## src/hw/rtl/ffdc_pkg.sv

```systemverilog
`timescale 1ns / 1ps
package ffdc_pkg;

  localparam int unsigned DATA_W = 112;

  // frame byte positions
  localparam logic [7:0] POS_TYPE    = 8'd0;
  localparam logic [7:0] POS_LEN_HI  = 8'd1;
  localparam logic [7:0] POS_LEN_LO  = 8'd2;
  localparam logic [7:0] POS_PAYLOAD = 8'd3;
  localparam logic [7:0] POS_SUM_END = 8'd250;
  localparam logic [7:0] POS_CK_LO   = 8'd251;
  localparam logic [7:0] POS_STAMP   = 8'd252;
  localparam logic [7:0] POS_LAST    = 8'd255;

  localparam logic [15:0] MAX_LEN = 16'd247;

  localparam logic [1:0] STATUS_OK       = 2'd0;
  localparam logic [1:0] STATUS_LEN_BAD  = 2'd1;
  localparam logic [1:0] STATUS_CK_BAD   = 2'd2;

  localparam logic KIND_PAYLOAD = 1'b0;
  localparam logic KIND_SUMMARY = 1'b1;

  typedef struct packed {
    logic        kind;
    logic [7:0]  payload_byte;
    logic [7:0]  payload_index;
    logic [7:0]  frame_type;
    logic [15:0] payload_length;
    logic [31:0] stamp;
    logic [15:0] received_sum;
    logic [15:0] computed_sum;
    logic [1:0]  status;
  } res_t;

endpackage

```

## src/hw/rtl/ffdc_parse.sv

```systemverilog
`timescale 1ns / 1ps
module ffdc_parse (
  input  logic          clk,
  input  logic          rst_n,
  input  logic          step,
  input  logic [7:0]    byte_in,
  output logic          res_valid,
  output ffdc_pkg::res_t res
);
  import ffdc_pkg::*;

  logic [7:0]  pos_r,      pos_nxt;
  logic [15:0] sum_r,      sum_nxt;
  logic [7:0]  type_r,     type_nxt;
  logic [15:0] len_r,      len_nxt;
  logic [15:0] ck_r,       ck_nxt;
  logic [31:0] stamp_r,    stamp_nxt;

  logic [15:0] sum_base;
  logic [15:0] sum_new;
  logic [7:0]  idx;
  logic        len_ok;
  logic        is_payload;
  logic [15:0] computed;

  always_comb begin
    sum_base   = (pos_r == POS_TYPE) ? 16'd0 : sum_r;
    sum_new    = (pos_r < POS_SUM_END) ? (sum_base + {8'd0, byte_in}) : sum_base;
    idx        = pos_r - POS_PAYLOAD;
    len_ok     = (len_r <= MAX_LEN);
    // the byte sum of 250 bytes cannot carry out of 16 bits, so the fold is a no-op
    computed   = ~sum_new;
    is_payload = (pos_r >= POS_PAYLOAD) && (pos_r < POS_SUM_END) && len_ok
                 && ({8'd0, idx} < len_r);

    pos_nxt   = pos_r;
    sum_nxt   = sum_r;
    type_nxt  = type_r;
    len_nxt   = len_r;
    ck_nxt    = ck_r;
    stamp_nxt = stamp_r;
    if (step) begin
      pos_nxt = pos_r + 8'd1;
      sum_nxt = sum_new;
      if (pos_r == POS_TYPE)   type_nxt = byte_in;
      if (pos_r == POS_LEN_HI) len_nxt  = {byte_in, 8'd0};
      if (pos_r == POS_LEN_LO) len_nxt  = {len_r[15:8], byte_in};
      if (pos_r == POS_SUM_END) ck_nxt  = {byte_in, 8'd0};
      if (pos_r == POS_CK_LO)  ck_nxt   = {ck_r[15:8], byte_in};
      if (pos_r >= POS_STAMP)  stamp_nxt = {stamp_r[23:0], byte_in};
    end

    res = '0;
    res_valid = 1'b0;
    if (pos_r == POS_LAST) begin
      res_valid          = step;
      res.kind           = KIND_SUMMARY;
      res.frame_type     = type_r;
      res.payload_length = len_r;
      res.stamp          = {stamp_r[23:0], byte_in};
      res.received_sum   = ck_r;
      res.computed_sum   = computed;
      priority if (!len_ok) begin
        res.status = STATUS_LEN_BAD;
      end else if (computed != ck_r) begin
        res.status = STATUS_CK_BAD;
      end else begin
        res.status = STATUS_OK;
      end
    end else if (is_payload) begin
      res_valid         = step;
      res.kind          = KIND_PAYLOAD;
      res.payload_byte  = byte_in;
      res.payload_index = idx;
    end
  end

  always_ff @(posedge clk) begin
    if (!rst_n) begin
      pos_r   <= '0;
      sum_r   <= '0;
      type_r  <= '0;
      len_r   <= '0;
      ck_r    <= '0;
      stamp_r <= '0;
    end else begin
      pos_r   <= pos_nxt;
      sum_r   <= sum_nxt;
      type_r  <= type_nxt;
      len_r   <= len_nxt;
      ck_r    <= ck_nxt;
      stamp_r <= stamp_nxt;
    end
  end

`ifndef SYNTH
  a_summary_on_last: assert property (@(posedge clk) disable iff (!rst_n)
    (step && pos_r == POS_LAST) |-> (res_valid && res.kind == KIND_SUMMARY))
    else $error("no summary on last frame byte");

  a_payload_len_ok: assert property (@(posedge clk) disable iff (!rst_n)
    (res_valid && res.kind == KIND_PAYLOAD) |-> (len_r <= MAX_LEN))
    else $error("payload passed with oversize length");

  a_pos_advance: assert property (@(posedge clk) disable iff (!rst_n)
    step |=> (pos_r == 8'($past(pos_r) + 8'd1)))
    else $error("byte position did not advance");
`endif

endmodule

```

## src/hw/rtl/fixed_frame_deframe_check.sv

```systemverilog
`timescale 1ns / 1ps
// A byte waits in the input register; its result (if any) is registered into out_*.
// Throughput: one byte per cycle; the input register drains whenever the
// output register is empty or being taken, so a stalled output stalls the input.
// Reset: rst_n is synchronous, active low; clears frame position, sums and valids,
// so the first byte after reset is byte 0 of a frame.
module fixed_frame_deframe_check (
  input  logic                        clk,
  input  logic                        rst_n,
  input  logic                        in_tvalid,
  output logic                        in_tready,
  input  logic [7:0]                  in_tdata,   // [7:0] in_byte
  output logic                        out_tvalid,
  input  logic                        out_tready,
  // [7:0] payload_byte, [15:8] payload_index, [23:16] frame_type,
  // [39:24] payload_length, [71:40] stamp, [87:72] received_sum,
  // [103:88] computed_sum, [105:104] status, [111:106] zero
  output logic [ffdc_pkg::DATA_W-1:0] out_tdata,
  output logic                        out_tuser   // [0] kind
);
  import ffdc_pkg::*;

  logic       s1_valid_r, s1_valid_nxt;
  logic [7:0] s1_byte_r;
  logic       out_valid_r, out_valid_nxt;
  logic [DATA_W-1:0] out_data_r;
  logic       out_kind_r;

  logic drain_ok;
  logic s1_go;
  logic in_go;
  logic res_valid;
  res_t res;

  assign drain_ok  = !out_valid_r || out_tready;
  assign s1_go     = s1_valid_r && drain_ok;
  assign in_tready = !s1_valid_r || s1_go;
  assign in_go     = in_tvalid && in_tready;

  ffdc_parse u_parse (
    .clk       (clk),
    .rst_n     (rst_n),
    .step      (s1_go),
    .byte_in   (s1_byte_r),
    .res_valid (res_valid),
    .res       (res)
  );

  always_comb begin
    s1_valid_nxt = in_go || (s1_valid_r && !s1_go);
    if (s1_go && res_valid) begin
      out_valid_nxt = 1'b1;
    end else if (out_tready) begin
      out_valid_nxt = 1'b0;
    end else begin
      out_valid_nxt = out_valid_r;
    end
  end

  always_ff @(posedge clk) begin
    if (!rst_n) begin
      s1_valid_r  <= 1'b0;
      out_valid_r <= 1'b0;
    end else begin
      s1_valid_r  <= s1_valid_nxt;
      out_valid_r <= out_valid_nxt;
    end
  end

  // payload registers: load on transaction, hold otherwise
  always_ff @(posedge clk) begin
    if (in_go) s1_byte_r <= in_tdata;
    if (s1_go && res_valid) begin
      out_kind_r <= res.kind;
      out_data_r <= {6'd0, res.status, res.computed_sum, res.received_sum, res.stamp,
                     res.payload_length, res.frame_type, res.payload_index,
                     res.payload_byte};
    end
  end

  assign out_tvalid = out_valid_r;
  assign out_tdata  = out_data_r;
  assign out_tuser  = out_kind_r;

`ifndef SYNTH
  a_s1_hold: assert property (@(posedge clk) disable iff (!rst_n)
    (s1_valid_r && !drain_ok) |=> (s1_valid_r && $stable(s1_byte_r)))
    else $error("input stage dropped a stalled byte");

  a_s1_flow: assert property (@(posedge clk) disable iff (!rst_n)
    (in_go && s1_valid_r) |-> s1_go)
    else $error("input stage overwritten before it drained");

  a_out_load: assert property (@(posedge clk) disable iff (!rst_n)
    (s1_go && res_valid) |=> out_valid_r)
    else $error("result lost on load");
`endif

endmodule

```

## config.mk

```make
export PLATFORM = sky130hd
export DESIGN_NAME = fixed_frame_deframe_check
export DESIGN_NICKNAME = d
export VERILOG_FILES = /design/src/hw/rtl/ffdc_pkg.sv /design/src/hw/rtl/ffdc_parse.sv /design/src/hw/rtl/fixed_frame_deframe_check.sv
export SDC_FILE = /design/constraint.sdc
export NUM_CORES = 1
export LEC_CHECK = 0
export ABC_AREA = 1
export BUFFER_PORTS_ARGS = -buffer_cell sky130_fd_sc_hd__buf_2
export CORE_ASPECT_RATIO = 1.25
export CORE_MARGIN = 1.5
export CORE_UTILIZATION = 30
export DETAILED_ROUTE_END_ITERATION = 12
export PLACE_DENSITY = 0.47
export SLEW_MARGIN = 20
export SYNTH_ARGS = -nofsm -noshare
export SYNTH_HDL_FRONTEND = slang
export SYNTH_SLANG_ARGS = --single-unit
export TNS_END_PERCENT = 5
```

## constraint.sdc

```tcl
create_clock -name clk -period 11 [get_ports clk]
set_clock_uncertainty 0.15 [all_clocks]
set_input_delay 0.55 -clock clk [delete_from_list [all_inputs] [get_ports clk]]
set_output_delay 0.55 -clock clk [all_outputs]
set_load 0.1 [all_outputs]
```

# == After elaboration in Yosys (flattened, before gate mapping) ==
# Index checks and enable logic that the tools add are counted.
# word_totals
regBits,205
# classes
n_addsub,3
magnitude_cmp,5
n_reduce_logical,25
bitwise,4
mux,12
eq_ne,6
# ops
cell,count
16-bit two-way mux,2
8-bit two-way mux,4
"8-bit equality test, second input constant",3
16-bit by 8-bit adder with 16-bit output,1
"16-bit by 8-bit less-or-equal comparator with 1-bit output, second input constant",1
8-bit by 16-bit < comparator with 1-bit output,1
16-bit inequality test,1
16-bit inverter,1
2-bit AND reduction,5
"8-bit by 1-bit adder with 8-bit output, second input constant",1
"8-bit by 1-bit equality test with 1-bit output, second input constant",1
"8-bit by 2-bit equality test with 1-bit output, second input constant",1
"8-bit by 2-bit greater-or-equal comparator with 1-bit output, second input constant",1
"8-bit greater-or-equal comparator, second input constant",1
8-bit zero test,1
"8-bit < comparator, second input constant",1
"8-bit by 2-bit subtractor with 8-bit output, second input constant",1
1-bit logical AND,7
3-bit AND reduction,2
2-bit nonzero test,3
1-bit two-way mux,5
1-bit zero test,3
1-bit logical OR,3
1-bit inverter,3
2 further kinds,2

# == Longest topological paths before layout ==
# Gate-level depths: netlist of run 1.
# depth
word_depth,8
ltp_mapped,26
mapped_depth_nobuf,25

# == Hierarchy ==
# A second synthesis of run 1 with hierarchy kept.
# hier_totals
cells_unflattened,993
area_unflattened_um2,9103.7
# modules_own_cells
mod,cells_per_inst,area_each_um2,n_inst,seq_area_each_um2
ffdc_parse,854,5480.3,1,1761.7
fixed_frame_deframe_check,139,3623.5,1,3493.4

# == Worst setup path after synthesis of run 1 ==
# No wires, ideal clock.
# synth_timing
kind,reg2reg
startpoint,register u_parse.pos_r[2]
endpoint,register out_data_r[0] (netlist: out_tdata[0]) (enable)
setup_ps,609
stages_incl_launch_ff,13
slack_ps,3166
arrival_ps,7074
t_required_ps,10241
path_cell_list,dfxtp_1 -> buf_6 -> nor2_2 -> nand3_1 -> nor2_1 -> xor2_1 -> inv_1 -> ha_1 -> a21oi_1 -> o221ai_1 -> nand2_1 -> o2111ai_1 -> a21oi_1
# synth_between
word_cells_on_any_way,11
cone_classes,add/sub: 1; order compare: 3; eq/ne: 1; mux: 2; reduce/logical: 4
# synth_lines
item,line_no,rtl
start: declaration,ffdc_parse.sv:12,"logic [7:0] pos_r, pos_nxt;"
start signal: assignment,ffdc_parse.sv:87,pos_r <= pos_nxt;
8-bit by 2-bit subtractor with 8-bit output,ffdc_parse.sv:29,idx = pos_r - POS_PAYLOAD;
net u_parse.idx[7],ffdc_parse.sv:21,logic [7:0] idx;
8-bit by 16-bit < comparator with 1-bit output,ffdc_parse.sv:34,"&& ({8'd0, idx} < len_r);"
1-bit logical AND,ffdc_parse.sv:34,
1-bit two-way mux,ffdc_parse.sv:70,end else if (is_payload) begin
1-bit two-way mux,ffdc_parse.sv:55,if (pos_r == POS_LAST) begin
1-bit logical AND,fixed_frame_deframe_check.sv:73,if (s1_go && res_valid) begin
end signal: assignment,fixed_frame_deframe_check.sv:75,"out_data_r <= {6'd0, res.status, res.computed_sum, res.received_sum, res.stamp,"
end: declaration,fixed_frame_deframe_check.sv:26,logic [DATA_W-1:0] out_data_r;
# The timed path passes the listed nets, and every way through them passes these cells.
# A chain may end at the register's enable or synchronous reset.

# == Worst setup path in the final report of run 1 ==
# layout_timing
startpoint,register u_parse.pos_r[2]
endpoint,register out_data_r[98] (netlist: out_tdata[98]) (enable)
# Same word-level chain as after synthesis.

==> results.md, run 1 <==
* Status: finished clean
* DIE HEIGHT at just under 200 µm
* Clock net sink count at about 210
* Post-DRT Antenna Nets at 0
* Core Region at ~0.030 mm²
* Top FF cell, synth: edfxtp_1
* Crit-path cells: nor2_2 -> nand3_1 -> nor2_1 -> xor2_1 -> inv_1 -> ha_1 -> a21oi_1 -> o221ai_1 -> nand2_1 -> o2111ai_1 -> a21oi_4 -> buf_16 -> buf_4
* Clock Path Buffers at 3
* Gr ovfl total at 0
* Most frequent cells in the layout: 156 x nand2_1, 149 x nor2_1, 143 x inv_1, 120 x buf_2, 115 x edfxtp_1
* Final nets at 1157
* Commonest non-fill, non-tap cell in the layout: nand2_1
* Crit path kind: reg -> reg
* Hold/Removal Path Class: in -> reg
* CTS root buffer: clkbuf_16
* Worst Hold Margin at between 0.08 and 0.09 ns
* RSZ-0062 raised after global routing: false
* Seq/Total Area, Yosys at between 50% and 60%
* Setup Buffers After CTS at 0
* First-pass GRT wire length at roughly 36000 µm
* Post-place instance area at 0.01009 mm²
* YS warnings at 0
* Later-pin clock latency in the skew report at approximately 0.5 ns
* Tmin final at 4.325 ns
* Post-route DRC violation count at 0
* Leakage at roughly 0.0046 µW
* Post-synth EDFFs at around 120
* CP top delay family: compound AO/OA/AOI/OAI gates
* WP data arrival at roughly 4.3 ns
* WL/cell at about 15 µm
* # fillers at 3144
* TritonCTS clock tree: yes
* Final Cell Area at between 0.01 and 0.015 mm²
* Slew of the pin with the lowest slew margin at 1.067 ns
* GRT Total Usage at roughly 15%
* Cts bufs inserted at 22
* Post-Synthesis Cell Area at about 0.0091 mm²
* Synth Area per Inst at roughly 9.0 µm²
* Router iterations before antenna repair at 4
* Die width at about 160 µm
* Yosys reg bits at about 210
* Async SR Flop Fraction at 0%
* # rows at 71
* Initial antenna violation count at 0
* Worst path bufs/invs at 3
* Crit path max-delay cell type: buf_4
* F_max at between 200 and 250 MHz
* Ant. Diodes at 0
* Detail Placement HPWL at roughly 15000 µm
* I/O pins at 127
* Critical path's largest stage delay at between 0.7 and 0.8 ns
* Placer congestion estimate at approximately 0.78
* CP Launch Type: register
* # port buffers at 120
* IR drop worst, VDD at between 70 and 80 µV
* Share of cells above drive strength 1 at roughly 18%
* DR iter-0 viols at 441
* Netlist cell types at 41
* H-tree levels at 1
* Critical Path Sink Type: register
* Synth Instances at just over 1k
* Vias at just under 7k
* CTS clock-pin slew for the worst setup and hold paths at 0.06 ns
* Vias in the first global route at between 6k and 7k
* Wire length after detailed routing at between 20000 and 25000 µm
* Synth-to-layout area growth at 18.35%
* Post_cts resized at 0
* Final Max Slew Viols at 0
* Post-route setup TNS at 0 ns
* Hold Violations, Final at 0
* Worst endpoint required time at 10.97 ns
* PwrDens at around 150 mW/mm²
* Max Cap Viol at 0
* Initial Util at between 30% and 40%
* Design Power at approximately 1700 µW
* Crit Path Max Fanout at 73
* Die ar. at 0.03141 mm²
* Via/cell ratio at 4.375
* Hold-fix buffers, CTS at 0
* # setup viols final at 0
* Slew Limit Headroom at between 20% and 30%
* Largest net degree at the start of global routing at between 90 and 100
* Final period utilization at roughly two fifths
## kinds of logic (layout without fill, tap and decap cells)
| logic type | Yosys count | after routing | share of synthesized area [%] |
|---|---|---|---|
| and+or+nand+nor | 410 | 410 | 20.02 |
| buffers and inverters | 200 | 325 | 9.057 |
| adders and majority gates | 17 | 17 | 2.419 |
| AOI/OAI and AO/OA | 175 | 175 | 10.16 |
| xor gates and xnor gates | 6 | 6 | 0.5772 |
| other | 1 | 6 | 0.04119 |
| DFF | 205 | 205 | 57.72 |
## cells in the mapped netlist, types with 2 or more instances
| cell type | instances | area (µm²) |
|---|---|---|
| nand3b_1 | 3 | 22.52 |
| inv_1 | 143 | 536.8 |
| nand2_4 | 5 | 56.30 |
| inv_2 | 7 | 26.28 |
| buf_6 | 2 | 22.52 |
| buf_4 | 10 | 75.07 |
| nor2_2 | 8 | 50.05 |
| a21oi_1 | 90 | 450.4 |
| o21ai_1 | 2 | 10.01 |
| nand3_1 | 48 | 240.2 |
| nand3_4 | 2 | 35.03 |
| nor2_1 | 149 | 559.3 |
| nor4_1 | 4 | 25.02 |
| nand3_2 | 4 | 40.04 |
| xnor2_1 | 2 | 17.52 |
| a211oi_1 | 11 | 82.58 |
| nand4_2 | 2 | 25.02 |
| ha_1 | 16 | 200.2 |
| nand2_1 | 156 | 585.6 |
| edfxtp_1 | 115 | 3453 |
| o2111ai_1 | 2 | 17.52 |
| o21ai_0 | 65 | 325.3 |
| dfxtp_1 | 90 | 1802 |
| nor2_4 | 3 | 33.78 |
| clkbuf_1 | 30 | 112.6 |
| nand4_1 | 3 | 18.77 |
| xor2_1 | 4 | 35.03 |
| nand2_2 | 13 | 81.33 |
| nor3_1 | 10 | 50.05 |
| clkinv_1 | 4 | 15.01 |
## per-stage QoR
step | std cells | utilization [%] | worst slack [ns]
floorplan | 1019 | - | 3.166
global placement | 1504 | 33.61 | 6.404
detailed placement | 1505 | 33.70 | 6.690
CTS | 1545 | 35.99 | 6.647
global route | 1545 | 35.99 | 6.332
finish | 1545 | 35.99 | 6.675
## state kept, by name, summed over array words and instances (netlist names), 8 cells and up
| signal | cells |
|---|---|
| s1_byte_r | 8 |
| u_parse.sum_r | 16 |
| u_parse.type_r | 8 |
| out_tdata | 106 |
| u_parse.stamp_r | 24 |
| u_parse.ck_r | 16 |
| u_parse.len_r | 16 |
| u_parse.pos_r | 8 |
## power breakdown
part / switching (µW) / internal [µW]
sequential: 11.2 / 815
combinational: 90.6 / 32.7
clock: 296 / 415
total: 397 / 1260
## worst paths after layout
check | start | end | slack [ns] | depth (start not counted)
worst max-delay path | u_parse.pos_r[2] | out_tdata[98] | 6.67 | 13
worst min-delay path | in_tdata[1] | s1_byte_r[1] | 0.08 | 1
worst max register to register | u_parse.pos_r[2] | out_tdata[98] | 6.67 | 13
worst min register to register | u_parse.stamp_r[20] | u_parse.stamp_r[20] | 0.30 | 2
## routing by layer
layer | wire [µm] | global-route usage [%]
met5 | 0 | 0
met4 | 256 | 3.210
met1 | 10580 | 18.83
met3 | 848 | 2.325
met2 | 11410 | 26.22
## cell type report
class	count	area [µm²]	share of cell area, %
Sequential cell	205	5255	48.77
Multi-Input combinational cell	614	3054	28.35
Timing Repair Buffer	129	688.2	6.387
Clock buffer	33	623.1	5.783
Inverter	156	589.3	5.470
Tap cell	401	501.7	4.657
Clock inverter	7	62.56	0.5807
Power figures use the tool's default switching activity.
==> inputs of run 2 (changes only) <==
ABC_AREA = 0   (was 1)
PLACE_DENSITY = 0.49   (was 0.47)
clock period = 3.6 ns   (was 11 ns; I/O delays follow)
==> run 2 against run 1 <==
The flow now finishes with violations (setup timing). Synthesized cell count fell by 12%. Area after synthesis increased by 3.1%. Sequential share of layout area down 6.2 points. Flip-flop and latch count stayed put. Combinational power increased to 3.3 times the previous value. Die area increased by 3.0%. Non-clock buffer count rose by 114. Clock power rose to 3.2 times the previous value. Total power increased to 3.1 times the previous value. Final area is 15% higher. Largest cell class unchanged.
==> results.md, run 2 <==
* Synth cell count leaders: 115 x edfxtp_1, 106 x nand2_1, 99 x and2_1, 90 x dfxtp_1, 52 x clkbuf_1
* # fillers at 3024 (-3.8%)
* Area contributors post-synth: edfxtp_1 37%, dfxtp_1 19%, and2_1 6.6%, nand2_1 4.2%, a21boi_0 3.3%
* Core Region at 0.03090 mm² (+3.2%)
* FF-to-FF Start: u_parse.pos_r[1]
* CTS clock-pin slew for the worst setup and hold paths at 0.06 ns (about the same)
* Hold Crit Depth at 2 (+1)
* XOR/XNOR Fraction of Synth Area at 3.733% (+3.2 points)
* PwrDens at 421.0 mW/mm² (+170%)
* Crit path kind: reg -> reg
* Top FF cell, synth: edfxtp_1
* YS warnings at 0 (unchanged)
* Hold/Removal Path Class: in -> reg
* I/O pins at 127 (unchanged)
* Post-DRT Antenna Nets at 0 (unchanged)
* Die width at 161.2 µm (+1.5%)
* Setup ws final at -0.5320 ns (-7.207 ns)
* Vias at 7009 (+3.7%)
* Commonest non-fill, non-tap cell in the layout: buf_2
* Inst Count DP at 1456 (-3.3%)
* TritonCTS clock tree: yes
* Most frequent cells in the layout: 120 x buf_2, 115 x edfxtp_1, 101 x nand2_1, 97 x and2_1, 97 x buf_4
* # port buffers at 120 (unchanged)
* Die ar. at 0.03236 mm² (+3.0%)
* WL/cell at 16.52 µm (+11%)
* Gr ovfl total at 0 (unchanged)
* Post-synth EDFFs at 115 (unchanged)
* Leakage at 0.005093 µW (+11%)
* Via/cell ratio at 4.605 (+5.3%)
* Worst Hold Launch: in_tdata[4]
* Synth Instances at 889 (-12%)
* CTS root buffer: clkbuf_16
* Failing checks: setup timing
* Yosys reg bits at 205 (unchanged)
* Vias in the first global route at 6794 (+4.0%)
* Synth Area in Adders at 2.680% (+0.26 points)
* Max FFs per register at 106 (unchanged)
* Detail Placement HPWL at 17610 µm (+14%)
* Post-route DRC violation count at 0 (unchanged)
* Netlist cell types at 65 (+59%)
* Count leader, synth: edfxtp_1
* H-tree levels at 1 (unchanged)
* CP Launch Point: u_parse.pos_r[1]
* Cts bufs inserted at 23 (+4.5%)
* Slew Limit Headroom at 49.24% (+21 points)
* DIE HEIGHT at 200.7 µm (+1.5%)
* CP Launch Type: register
* Synth-to-layout area growth at 31.64%
* Dpl ws at -0.7522 ns (-7.443 ns)
* Share of cells above drive strength 1 at 29.33% (+11 points)
* Layout Cells excl Fill at 1522 (-1.5%)
* Top cell type's share of synthesized area at 36.80% (-1.1 points)
* Async SR Flop Fraction at 0% (unchanged)
* Final period utilization at 114.8% (+75 points)
* Placer congestion estimate at 0.8622 (+11%)
* Final nets at 1127 (-2.6%)
* End of the worst register-to-register path: out_tdata[105]
* WP data arrival at 4.25 ns (-0.04 ns)
* R2R cell count at 23 (+10)
* Crit Path Max Fanout at 4 (-95%)
* Post-Synthesis Cell Area at 0.009384 mm² (+3.1%)
* Largest area contributor in the netlist: edfxtp_1
* Final Max Slew Viols at 0 (unchanged)
* # setup viols final at 11 (+11)
* Slew of the pin with the lowest slew margin at 0.7563 ns (-0.3111 ns)
* Hold Violations, Final at 0 (unchanged)
* First-pass GRT wire length at 38680 µm (+6.5%)
* Seq/Total Area, Yosys at 56.00% (-1.7 points)
* Clock Path Buffers at 3 (unchanged)
* Critical Path Sink Type: register
* Router iterations before antenna repair at 5 (+1)
* IR drop worst, VDD at 250.7 µV (+240%)
* RSZ-0062 raised after global routing: true
* Initial Util at 30.37% (-0.040 points)
* # rows at 72 (+1.4%)
* FF-to-FF setup slack at -0.53 ns (-7.21 ns)
* Wire length after detailed routing at 25140 µm (+8.9%)
* Simple-Gate Fraction of Synth Area at 21.05% (+1.0 points)
* Worst endpoint required time at 3.71 ns (-7.26 ns)
* Ant. Diodes at 0 (unchanged)
* Largest family of logic cells by synthesized area: simple AND/OR/NAND/NOR gates
* Status: finished with violations
* Tmin final at 4.132 ns (-0.1934 ns)
* Post-place instance area at 0.01111 mm² (+10%)
* GRT Total Usage at 15.39% (+0.65 points)
* Largest net degree at the start of global routing at 70 (-23%)
* DR iter-0 viols at 325 (-26%)
* F_max at 242.0 MHz (+4.7%)
* Initial antenna violation count at 0 (unchanged)
* Later-pin clock latency in the skew report at 0.53 ns (+0.03 ns)
* Hold Path End: s1_byte_r[4]
* Final Cell Area at 0.01235 mm² (+15%)
* Clock net sink count at 205 (unchanged)
* Synth Area per Inst at 10.56 µm² (+18%)
* Max Cap Viol at 0 (unchanged)
* Proportion of synthesized area in mux cells at 2.240% (+2.2 points)
* Compound-gate portion of the synthesized area at 10.60% (+0.44 points)
## run 2: kinds of logic after synthesis
family | count (synthesis)
AO/OA/AOI/OAI | 142
XOR/XNOR | 40
adder cells (fa/ha/maj) | 20
buffers and inverters | 82
flip-flops | 205
multiplexers | 21
other | 1
AND/OR/NAND/NOR | 378
## run 2: where the power goes
part / internal (µW) / leakage, µW / switching (µW)
Sequential: 2470 / 0.00205 / 25.6
Combinational: 169 / 0.00268 / 238
Clock: 1360 / 0.000357 / 933
Total: 4000 / 0.00509 / 1200
## run 2: area by class of cell
class	instances	area (µm²)	share of cell area [%]
flip-flops and latches	205	5258	42.56
multi-input cells	607	4123	33.37
repair buffers	243	1667	13.49
clock buffers	32	629.4	5.095
well taps	407	509.2	4.122
clock inverters	10	100.1	0.8103
inverters	18	67.56	0.5469
## run 2: layer usage
layer / GRT usage [%] / vias up / part of all wire [%]
li1: - / 3468 / -
met1: 20.18 / 3337 / 45
met2: 25.42 / 161 / 48
met3: 2.004 / 43 / 4.0
met4: 6.614 / 0 / 3.4
met5: 0 / - / 0
## run 2: worst max-delay path, stage by stage, from the launching register on
cell and delay, ns:
dfxtp_2 0.33, inv_2 0.05, ha_4 0.14, nor3b_4 0.14, nand2_2 0.10, and2_4 0.16, ha_4 0.13, inv_2 0.04
fa_2 0.38, nor2b_4 0.15, buf_6 0.11, o211ai_1 0.08, o211ai_1 0.17, buf_4 0.18, a211oi_4 0.04, o31ai_4 0.25
a21oi_4 0.12, o21ai_4 0.20, buf_6 0.12, buf_6 0.10, a22oi_1 0.08, o21ba_2 0.24, o2111ai_1 0.09, o311a_1 0.30
## run 2: metrics by stage
| stage | TNS [ns] | power [µW] | hold slack [ns] | util (%) |
|---|---|---|---|---|
| finish | -1.809 | 5201 | 0.2049 | 39.98 |
| floorplan | -128.78 | 2761 | 0.1289 | - |
| global route | -4.737 | 5393 | 0.2206 | 39.98 |
| detailed placement | -4.278 | 2908 | 0.2081 | 35.97 |
| CTS | -1.429 | 5254 | 0.1814 | 39.20 |
| global placement | -2.988 | 2909 | 0.2097 | 35.97 |
## run 2: timing repair
action / in CTS / in global routing
pin swaps: 20 / 20
hold buffers: 12 / 0
endpoints found under the hold margin: 15 / 0
endpoints found under the setup margin: 29 / 121
gates resized for setup: 25 / 44
setup buffers: 6 / 7
## run 2: worst max-delay path by stage
| stage | slack, ns | cells past startpoint | end |
|---|---|---|---|
| finish | -0.53 | 23 | out_tdata[105] |
| floorplan | -1.16 | 13 | out_tdata[0] |
| CTS | -0.50 | 20 | out_tdata[105] |
| global placement | -0.69 | 20 | out_tdata[105] |
| detailed placement | -0.75 | 20 | out_tdata[105] |
| global route | -0.76 | 20 | out_tdata[105] |
==> inputs of run 3 (changes only) <==
ABC_CLOCK_PERIOD_IN_PS = 3600   (was not set)
CORE_ASPECT_RATIO = not set   (was 1.25)
==> run 3 against run 2 <==
The flow still finishes with violations (setup timing). Combinational power is 2% lower. Die area hardly changed. Highest routed layer unchanged. Fmax is 0.88% higher. Core utilization is 0.13 points higher. Final area is 0.42% lower. Largest power group unchanged. Via count is 0.83% higher.
==> results.md, run 3 (synthesis gave the netlist of run 2 again) <==
* Initial Util at 30.60% (+0.23 points)
* M1 GR Usage at 21.15% (+0.97 points)
* CTS clock-pin slew for the worst setup and hold paths at 0.06 ns (about the same)
* Via/cell ratio at 4.674 (+1.5%)
* Synth-to-layout area growth at 31.09%
* Die width at 179.9 µm (+12%)
* TritonCTS clock tree: yes
* Met3 Usage GRT at 2.188% (+0.18 points)
* Router iterations before antenna repair at 5 (unchanged)
* H-tree levels at 1 (unchanged)
* Crit path kind: reg -> reg
* Post-route DRC violation count at 0 (unchanged)
* CTS root buffer: clkbuf_16
* Slew Limit Headroom at 45.70% (-3.5 points)
* Wire length after detailed routing at 25170 µm (about the same)
* Core Region at 0.03067 mm² (-0.74%)
* # setup viols final at 7 (-4)
* GRT Total Usage at 15.13% (-0.27 points)
* Max FFs per register at 106 (unchanged)
* DR iter-0 viols at 441 (+36%)
* M2 GR Usage at 24.34% (-1.1 points)
* Hold/Removal Path Class: in -> reg
* Hold Path End: u_parse.stamp_r[0]
* RSZ-0062 raised after global routing: true
* IR drop worst, VDD at 277.2 µV (+11%)
* End of the worst register-to-register path: out_tdata[105]
* Clock Path Buffers at 3 (unchanged)
* Max Cap Viol at 0 (unchanged)
* FF-to-FF setup slack at -0.50 ns (+0.04 ns)
* Critical path's largest stage delay at 0.36 ns (-0.02 ns)
* Leakage at 0.005075 µW (-0.37%)
* CP Launch Type: register
* Hold Violations, Final at 0 (unchanged)
* # fillers at 3053 (+0.96%)
* Placer congestion estimate at 0.7992 (-7.3%)
* Most frequent cells in the layout: 120 x buf_2, 115 x edfxtp_1, 102 x nand2_1, 100 x buf_4, 96 x and2_1
* Commonest non-fill, non-tap cell in the layout: buf_2
* Status: finished with violations
* Ant. Diodes at 0 (unchanged)
* PwrDens at 414.6 mW/mm² (-1.5%)
* Post-DRT Antenna Nets at 0 (unchanged)
* Setup ws final at -0.4960 ns (+0.03595 ns)
* Hold Crit Depth at 2 (unchanged)
* Post-place instance area at 0.01108 mm² (-0.26%)
* Vias at 7067 (+0.83%)
* # rows at 64 (-11%)
* Worst Hold Launch: rst_n
* Layout Cells excl Fill at 1512 (-0.66%)
* Worst endpoint required time at 3.71 ns (about the same)
* WL/cell at 16.64 µm (+0.76%)
* Design Power at 5101 µW (-1.9%)
* Final core occ at 40.11% (+0.13 points)
* Share of cells above drive strength 1 at 29.93% (+0.60 points)
* First-pass GRT wire length at 39190 µm (+1.3%)
* Final nets at 1129 (+0.18%)
* Crit Path Max Fanout at 5 (+1)
* Clock net sink count at 205 (unchanged)
* Top Usage Layer GRT: met2
* Final Max Slew Viols at 0 (unchanged)
* Gr ovfl total at 0 (unchanged)
* Final period utilization at 113.8% (-1.0 points)
* Inst Count DP at 1443 (-0.89%)
* FF-to-FF Start: u_parse.pos_r[1]
* Reg area at 0.005258 mm² (unchanged)
* Failing checks: setup timing
* # port buffers at 120 (unchanged)
* I/O pins at 127 (unchanged)
* Vias in the first global route at 6806 (+0.18%)
* WP data arrival at 4.20 ns (-0.05 ns)
* CP top delay family: compound AO/OA/AOI/OAI gates
* R2R cell count at 21 (-8.7%)
* Crit path max-delay cell type: fa_2
* Slew of the pin with the lowest slew margin at 0.8145 ns (+0.05815 ns)
* Final Cell Area at 0.01230 mm² (-0.42%)
* Largest net degree at the start of global routing at 70 (unchanged)
* Cts bufs inserted at 23 (unchanged)
* DIE HEIGHT at 179.9 µm (-10%)
* Worst path bufs/invs at 4 (-2)
* Die ar. at 0.03235 mm² (about the same)
* F_max at 244.1 MHz (+0.88%)
* Area of the multi-input gates at 0.004108 mm² (-0.36%)
* Detail Placement HPWL at 17250 µm (-2.0%)
* Dpl ws at -0.8689 ns (-0.1167 ns)
* Initial antenna violation count at 0 (unchanged)
* Tmin final at 4.096 ns (-0.03594 ns)
* Critical Path Sink Type: register
* Later-pin clock latency in the skew report at 0.51 ns (-0.02 ns)
* Crit-path cells: inv_2 -> ha_4 -> nor3b_4 -> nand2_2 -> and2_4 -> ha_4 -> inv_2 -> fa_2 -> nor2b_4 -> or2_4 -> maj3_2 -> a211oi_2 -> o31ai_2 -> a21oi_2 -> o21ai_2 -> buf_6 -> buf_4 -> a22oi_1 -> o21ba_2 -> o2111ai_1 -> o311a_1
==> run 3: worst max path at each step <==
stage / slack (ns) / end / cells after the start / from
2_1_floorplan: -1.16 / out_tdata[0] / 13 / u_parse.pos_r[1]
3_3_place_gp: -0.66 / out_tdata[105] / 18 / u_parse.pos_r[1]
3_5_place_dp: -0.87 / out_tdata[105] / 19 / u_parse.pos_r[1]
4_1_cts: -0.51 / out_tdata[105] / 20 / u_parse.pos_r[0]
5_1_grt: -0.71 / out_tdata[105] / 20 / u_parse.pos_r[0]
6_report: -0.50 / out_tdata[105] / 21 / u_parse.pos_r[1]
==> run 3: what timing repair did <==
item,CTS,global route
gates cloned,0,0
hold endpoints to repair,10,0
endpoints found under the setup margin,16,89
gates resized for setup,29,37
pin swaps,19,22
hold buffers,11,0
setup buffers,12,5
==> run 3: layer usage <==
| metal | part of all wire, % | up-vias |
|---|---|---|
| met1 | 49 | 3402 |
| met4 | 1.9 | 0 |
| li1 | - | 3481 |
| met5 | 0 | - |
| met2 | 45 | 153 |
| met3 | 4.1 | 31 |
==> run 3: report_power, final <==
| group | switching [µW] | internal (µW) |
|---|---|---|
| sequential | 26.7 | 2470 |
| combinational | 234 | 164 |
| clock | 940 | 1260 |
==> run 3: final cells by class <==
| type | count | area share (%) |
|---|---|---|
| timing repair buffer | 245 | 13.59 |
| tap | 396 | 4.028 |
| sequential | 205 | 42.74 |
| inverter | 18 | 0.5492 |
| clock buffer | 27 | 4.882 |
| multi-input combinational | 607 | 33.39 |
| clock inverter | 14 | 0.8238 |
==> run 3: per-stage QoR <==
stage	hold WS (ns)	setup TNS (ns)
2_1_floorplan	0.1289	-128.78
3_3_place_gp	0.2085	-2.519
3_5_place_dp	0.2083	-4.735
4_1_cts	0.1860	-1.271
5_1_grt	0.2290	-3.985
6_report	0.1684	-1.195
